`config.mk`:
```
export PLATFORM = sky130hd
export DESIGN_NAME = bats_ctrl
export DESIGN_NICKNAME = d
export VERILOG_FILES = /design/src/sv/bats_pkg.sv /design/src/sv/bats_ctrl.sv
export SDC_FILE = /design/constraint.sdc
export NUM_CORES = 1
export LEC_CHECK = 0
export BUFFER_PORTS_ARGS = -buffer_cell sky130_fd_sc_hd__buf_4
export CAP_MARGIN = 40
export CORE_AREA = 2 2 39 41
export CTS_CLUSTER_DIAMETER = 150
export DETAILED_ROUTE_END_ITERATION = 16
export DIE_AREA = 0 0 41 43
export GPL_TIMING_DRIVEN = 0
export PLACE_DENSITY = 0.59
export SETUP_SLACK_MARGIN = 0.02
export SLEW_MARGIN = 0
export SYNTH_ARGS = -nofsm -noshare
export SYNTH_HDL_FRONTEND = slang
export SYNTH_SLANG_ARGS = --single-unit
```
`constraint.sdc`:
```
create_clock -name clk_i -period 1.2 [get_ports clk_i]
set_input_delay 0.18 -clock clk_i [delete_from_list [all_inputs] [get_ports clk_i]]
set_output_delay 0.18 -clock clk_i [all_outputs]
set_load 0.01 [all_outputs]
```
`src/sv/bats_pkg.sv`:
```
// Package for the best aligned target select block.
// Holds shared widths, constants and the controller/datapath command and status types.
package bats_pkg;
  localparam int unsigned CoordW = 16;
  localparam int unsigned IndexW = 4;
  localparam int unsigned CosW = 16;
  localparam int unsigned CosFracBits = 14;
  localparam int unsigned CosOne = 16384;
  localparam int unsigned DefMaxPoints = 16;

  typedef struct packed {
    logic load;
    logic prod;
    logic sqrt_start;
    logic sqrt_step;
    logic div_start;
    logic div_step;
    logic update;
    logic clear;
  } bats_cmd_t;

  typedef struct packed {
    logic sqrt_done;
    logic div_done;
    logic d_zero;
    logic in_range;
  } bats_sts_t;
endpackage

```
`src/sv/bats_ctrl.sv`:
```
// Controller state machine sequencing one candidate through the datapath.
// Depends on bats_pkg; drives bats_datapath through bats_cmd_t.
module bats_ctrl import bats_pkg::*; (
  input  logic      clk_i,
  input  logic      rst_ni,
  input  logic      in_valid_i,
  output logic      in_ready_o,
  input  logic      list_end_i,
  output logic      out_valid_o,
  input  logic      out_ready_i,
  output bats_cmd_t cmd_o,
  input  bats_sts_t sts_i
);
  typedef enum logic [2:0] {
    S_IDLE, S_PROD, S_SQ0, S_SQRT, S_DIV0, S_DIV, S_UPD, S_OUT
  } state_e;

  state_e state_q;
  logic last_q;

  assign in_ready_o = (state_q == S_IDLE);
  assign out_valid_o = (state_q == S_OUT);

  always_comb begin
    cmd_o = '0;
    unique case (state_q)
      S_IDLE: cmd_o.load = in_valid_i;
      S_PROD: cmd_o.prod = 1'b1;
      S_SQ0: cmd_o.sqrt_start = 1'b1;
      S_SQRT: cmd_o.sqrt_step = !sts_i.sqrt_done;
      S_DIV0: cmd_o.div_start = 1'b1;
      S_DIV: cmd_o.div_step = 1'b1;
      S_UPD: cmd_o.update = 1'b1;
      S_OUT: cmd_o.clear = out_ready_i;
      default: cmd_o = '0;
    endcase
  end

  always_ff @(posedge clk_i or negedge rst_ni) begin
    if (!rst_ni) begin
      state_q <= S_IDLE;
      last_q <= 1'b0;
    end else begin
      unique case (state_q)
        S_IDLE: begin
          if (in_valid_i) begin
            last_q <= list_end_i;
            state_q <= S_PROD;
          end
        end
        S_PROD: state_q <= sts_i.in_range ? S_SQ0 : S_UPD;
        S_SQ0: state_q <= S_SQRT;
        S_SQRT: begin
          if (sts_i.sqrt_done) begin
            state_q <= sts_i.d_zero ? S_UPD : S_DIV0;
          end
        end
        S_DIV0: state_q <= S_DIV;
        S_DIV: begin
          if (sts_i.div_done) begin
            state_q <= S_UPD;
          end
        end
        S_UPD: state_q <= last_q ? S_OUT : S_IDLE;
        S_OUT: begin
          if (out_ready_i) begin
            state_q <= S_IDLE;
          end
        end
        default: state_q <= S_IDLE;
      endcase
    end
  end
endmodule

```
==> results by group <==
Placement
  – Dpl hpwl: 605.8 um
  – Setup WS pre-CTS: -0.06378 ns
  – IO buf count: 18
  – GPL Wtd Cong: 0.6719

Global route
  – Global-route wire length before repair: 1428 um
  – Largest net degree at the start of global routing: 11
  – Total global-route track usage: 0.1241
  – Initial antenna violation count: 0
  – Vias in the first global route: 357
  – Gr busiest metal: met2
  – GRT overflow: 0
  – GR Util met3: 0.01571
  – Routing usage on met1: 0.1503
  – Met2 usage: 0.1938

Detailed routing
  – Routed WL: 925 um
  – DRT iter0 DRCs: 0
  – DRC errors left: 0
  – Antenna-violating nets left: 0
  – Via density: 4.675
  – Total number of vias: 388
  – WL per Instance: 11.14 um
  – 1st-pass router iterations: 1

Worst setup path
  – Crit Path Class: flop to primary output
  – Max FO, Critical Path: 10
  – Required @ worst endpoint: 1.02 ns
  – CP startpoint kind: flop
  – Endpoint type of the worst setup path: primary output
  – Arr. time, crit path: 1.24 ns

Die
  – FP Rows: 14
  – Die X-Extent: 41 um
  – Die Area: 1763 um^2
  – Boundary Pins: 19
  – Core ar.: 1384 um^2
  – Die Y: 43 um
  – Starting Density: 0.2414

Clock tree
  – Clock Tree Buf Depth: 2
  – Total CTS buffers: 3
  – CTS tree: built
  – Clock transition at path regs: 0.04 ns
  – Root Buffer: clkbuf_4
  – Htree depth: 1
  – Clk sink count: 4
  – Clk_lat worst skew: 0.23 ns

Worst hold path
  – Worst hold path class: input pin to flop

Synth
  – Synth area leader: dfrtp_1
  – Netlist cell types: 23
  – Flops & latches, synth: 4
  – Mapped Nets: 48
  – Synth Warn #: 0
  – Sequential fraction of the synthesis area: 0.2996
  – Mapped Area: 334.1 um^2
  – Mean Syn Cell Area: 8.566 um^2
  – Mapped Cells: 39
  – Area contributors post-synth: dfrtp_1 (30%), nor3b_1 (9.0%), buf_6 (6.7%)
  – Top-area cell type share of the netlist area: 0.2996

STA
  – Worst Skew: 0.0005443 ns
  – Max-slew headroom: 0.8022
  – Tmin final: 1.420 ns
  – Fmax: 704.3 MHz
  – Fin crit share: 1.183
  – Final Hold Viols: 0
  – Worst slew pin tran: 0.2945 ns
  – RSZ-0062 raised after global routing: true
  – Final setup vio count: 13
  – Final worst slack: -0.2199 ns
  – Slew Viols, Final: 0

Pwr
  – Peak supply drop: 1.116 mV
  – Total power: 1.691 mW
  – Psw: 0.7226 mW
  – Int Pwr: 0.9682 mW
  – Switching share of power: 0.4274
  – Comb power frac: 0.721
  – Seq pwr share: 0.181
  – PwrDens: 2624 nW/um^2
  – Clk network pwr share: 0.098
  – Lkg Pwr: 0.2899 nW

Status
  – Status: finished with violations
  – Violated checks: setup timing

Layout
  – Fillers: 139
  – # diodes: 0
  – Layout overhead on the synthesized area: 92.88%
  – Share of the core filled with cells: 0.4656
  – Layout cell share with drive strength beyond 1: 0.7015
  – Register area: 102.6 um^2
  – Nets: 78
  – Multi-input combinational cell area: 260.3 um^2

Flow run
  – MaxCap Viol Count: 0
==> cells in the final DEF, fill, tap and decap left out, types with 2 or more instances in the layout <==
| cell type | n |
|---|---|
| buf_4 | 21 |
| buf_6 | 5 |
| clkbuf_4 | 3 |
| dfrtp_1 | 2 |
| dfrtp_2 | 2 |
| nand2_2 | 2 |
| nor2_1 | 3 |
| nor3b_1 | 2 |
| nor3b_2 | 2 |
| o21ai_0 | 2 |
| o21ai_2 | 2 |
==> cell type report <==
class | instances | share of cell area
clock buffer | 3 | 0.03495
buffer | 3 | 0.04660
inverter | 2 | 0.01553
timing repair buffer | 25 | 0.3087
tap | 16 | 0.03107
multi-input combinational | 30 | 0.4039
sequential | 4 | 0.1592
==> stage by stage <==
step | cells | area (um^2) | TNS, ns | hold slack [ns]
after floorplan | 39 | 345.3 | 0 | -0.1156
after global placement | 73 | 500.5 | -0.1686 | -0.02310
after detailed placement | 73 | 500.5 | -0.1185 | -0.02410
after CTS | 82 | 618.1 | -1.886 | 0.1496
after global routing | 83 | 644.4 | -2.527 | 0.1581
final | 83 | 644.4 | -1.713 | 0.1475
==> logic make-up after synthesis <==
kind of cell / Yosys count / share of synthesized area
AND/OR/NAND/NOR: 18 / 0.3296
AO/OA/AOI/OAI: 10 / 0.1947
buffers and inverters: 5 / 0.1123
flip-flops: 4 / 0.2996
multiplexers: 2 / 0.06367
==> path summary, 6_finish.rpt <==
check,start,depth (start not counted),slack [ns],to
max in group asynchronous,rst_ni,2,0.82,state_q[0]
max reg2reg,state_q[1],4,-0.08,state_q[1]
min,list_end_i,3,0.15,last_q
max,state_q[0],3,-0.22,cmd_o[6]
min reg2reg,last_q,2,0.57,last_q
min in group asynchronous,rst_ni,2,0.27,state_q[1]
==> synthesized netlist by cell type <==
library cell  count
buf_4             1
o21ba_1           1
dfrtp_1           4
inv_1             1
and3_1            1
nor3_2            1
nor3_1            2
a21oi_1           1
o21ai_1           2
nor4_2            1
mux2i_1           1
mux2_2            1
a211oi_1          1
inv_2             1
buf_6             2
o21ai_0           2
nand2_1           2
nor3b_1           4
nor2_1            4
a2bb2o_1          1
nand2b_1          1
and2_1            2
a31oi_1           2
==> per-layer routing <==
layer	vias to the layer above	share of wire
li1	196	-
met1	173	0.39
met2	17	0.51
met3	2	0.082
met4	0	0.015
met5	-	0
==> flip-flops by register name, summed over array words and instances, names as in the netlist <==
register  count
last_q        1
state_q       3
==> critical path, cell delays in order (launching register included) <==
cell     delay [ns]
dfrtp_2        0.44
buf_4          0.21
nor3b_1        0.21
buf_4          0.15
==> power by group through the flow <==
stage          registers, mW  logic [mW]  clock network [mW]
6_report               0.306        1.22               0.165
5_1_grt                0.313        1.33               0.187
4_1_cts                0.309        1.14               0.175
3_5_place_dp           0.296       0.916                   0
3_3_place_gp           0.295       0.915                   0
2_1_floorplan          0.279       0.638                   0
==> what timing repair did <==
| item | in CTS | in global routing |
|---|---|---|
| buffers inserted | 4 | 2 |
| resized for setup | 11 | 6 |
| endpoints found under the hold margin | 4 | 0 |
| pin swaps | 1 | 2 |
| setup endpoints to repair | 13 | 14 |
| cloned | 1 | 0 |
| hold buffers | 1 | 0 |
No activity file was read; power rests on OpenSTA's default activity.
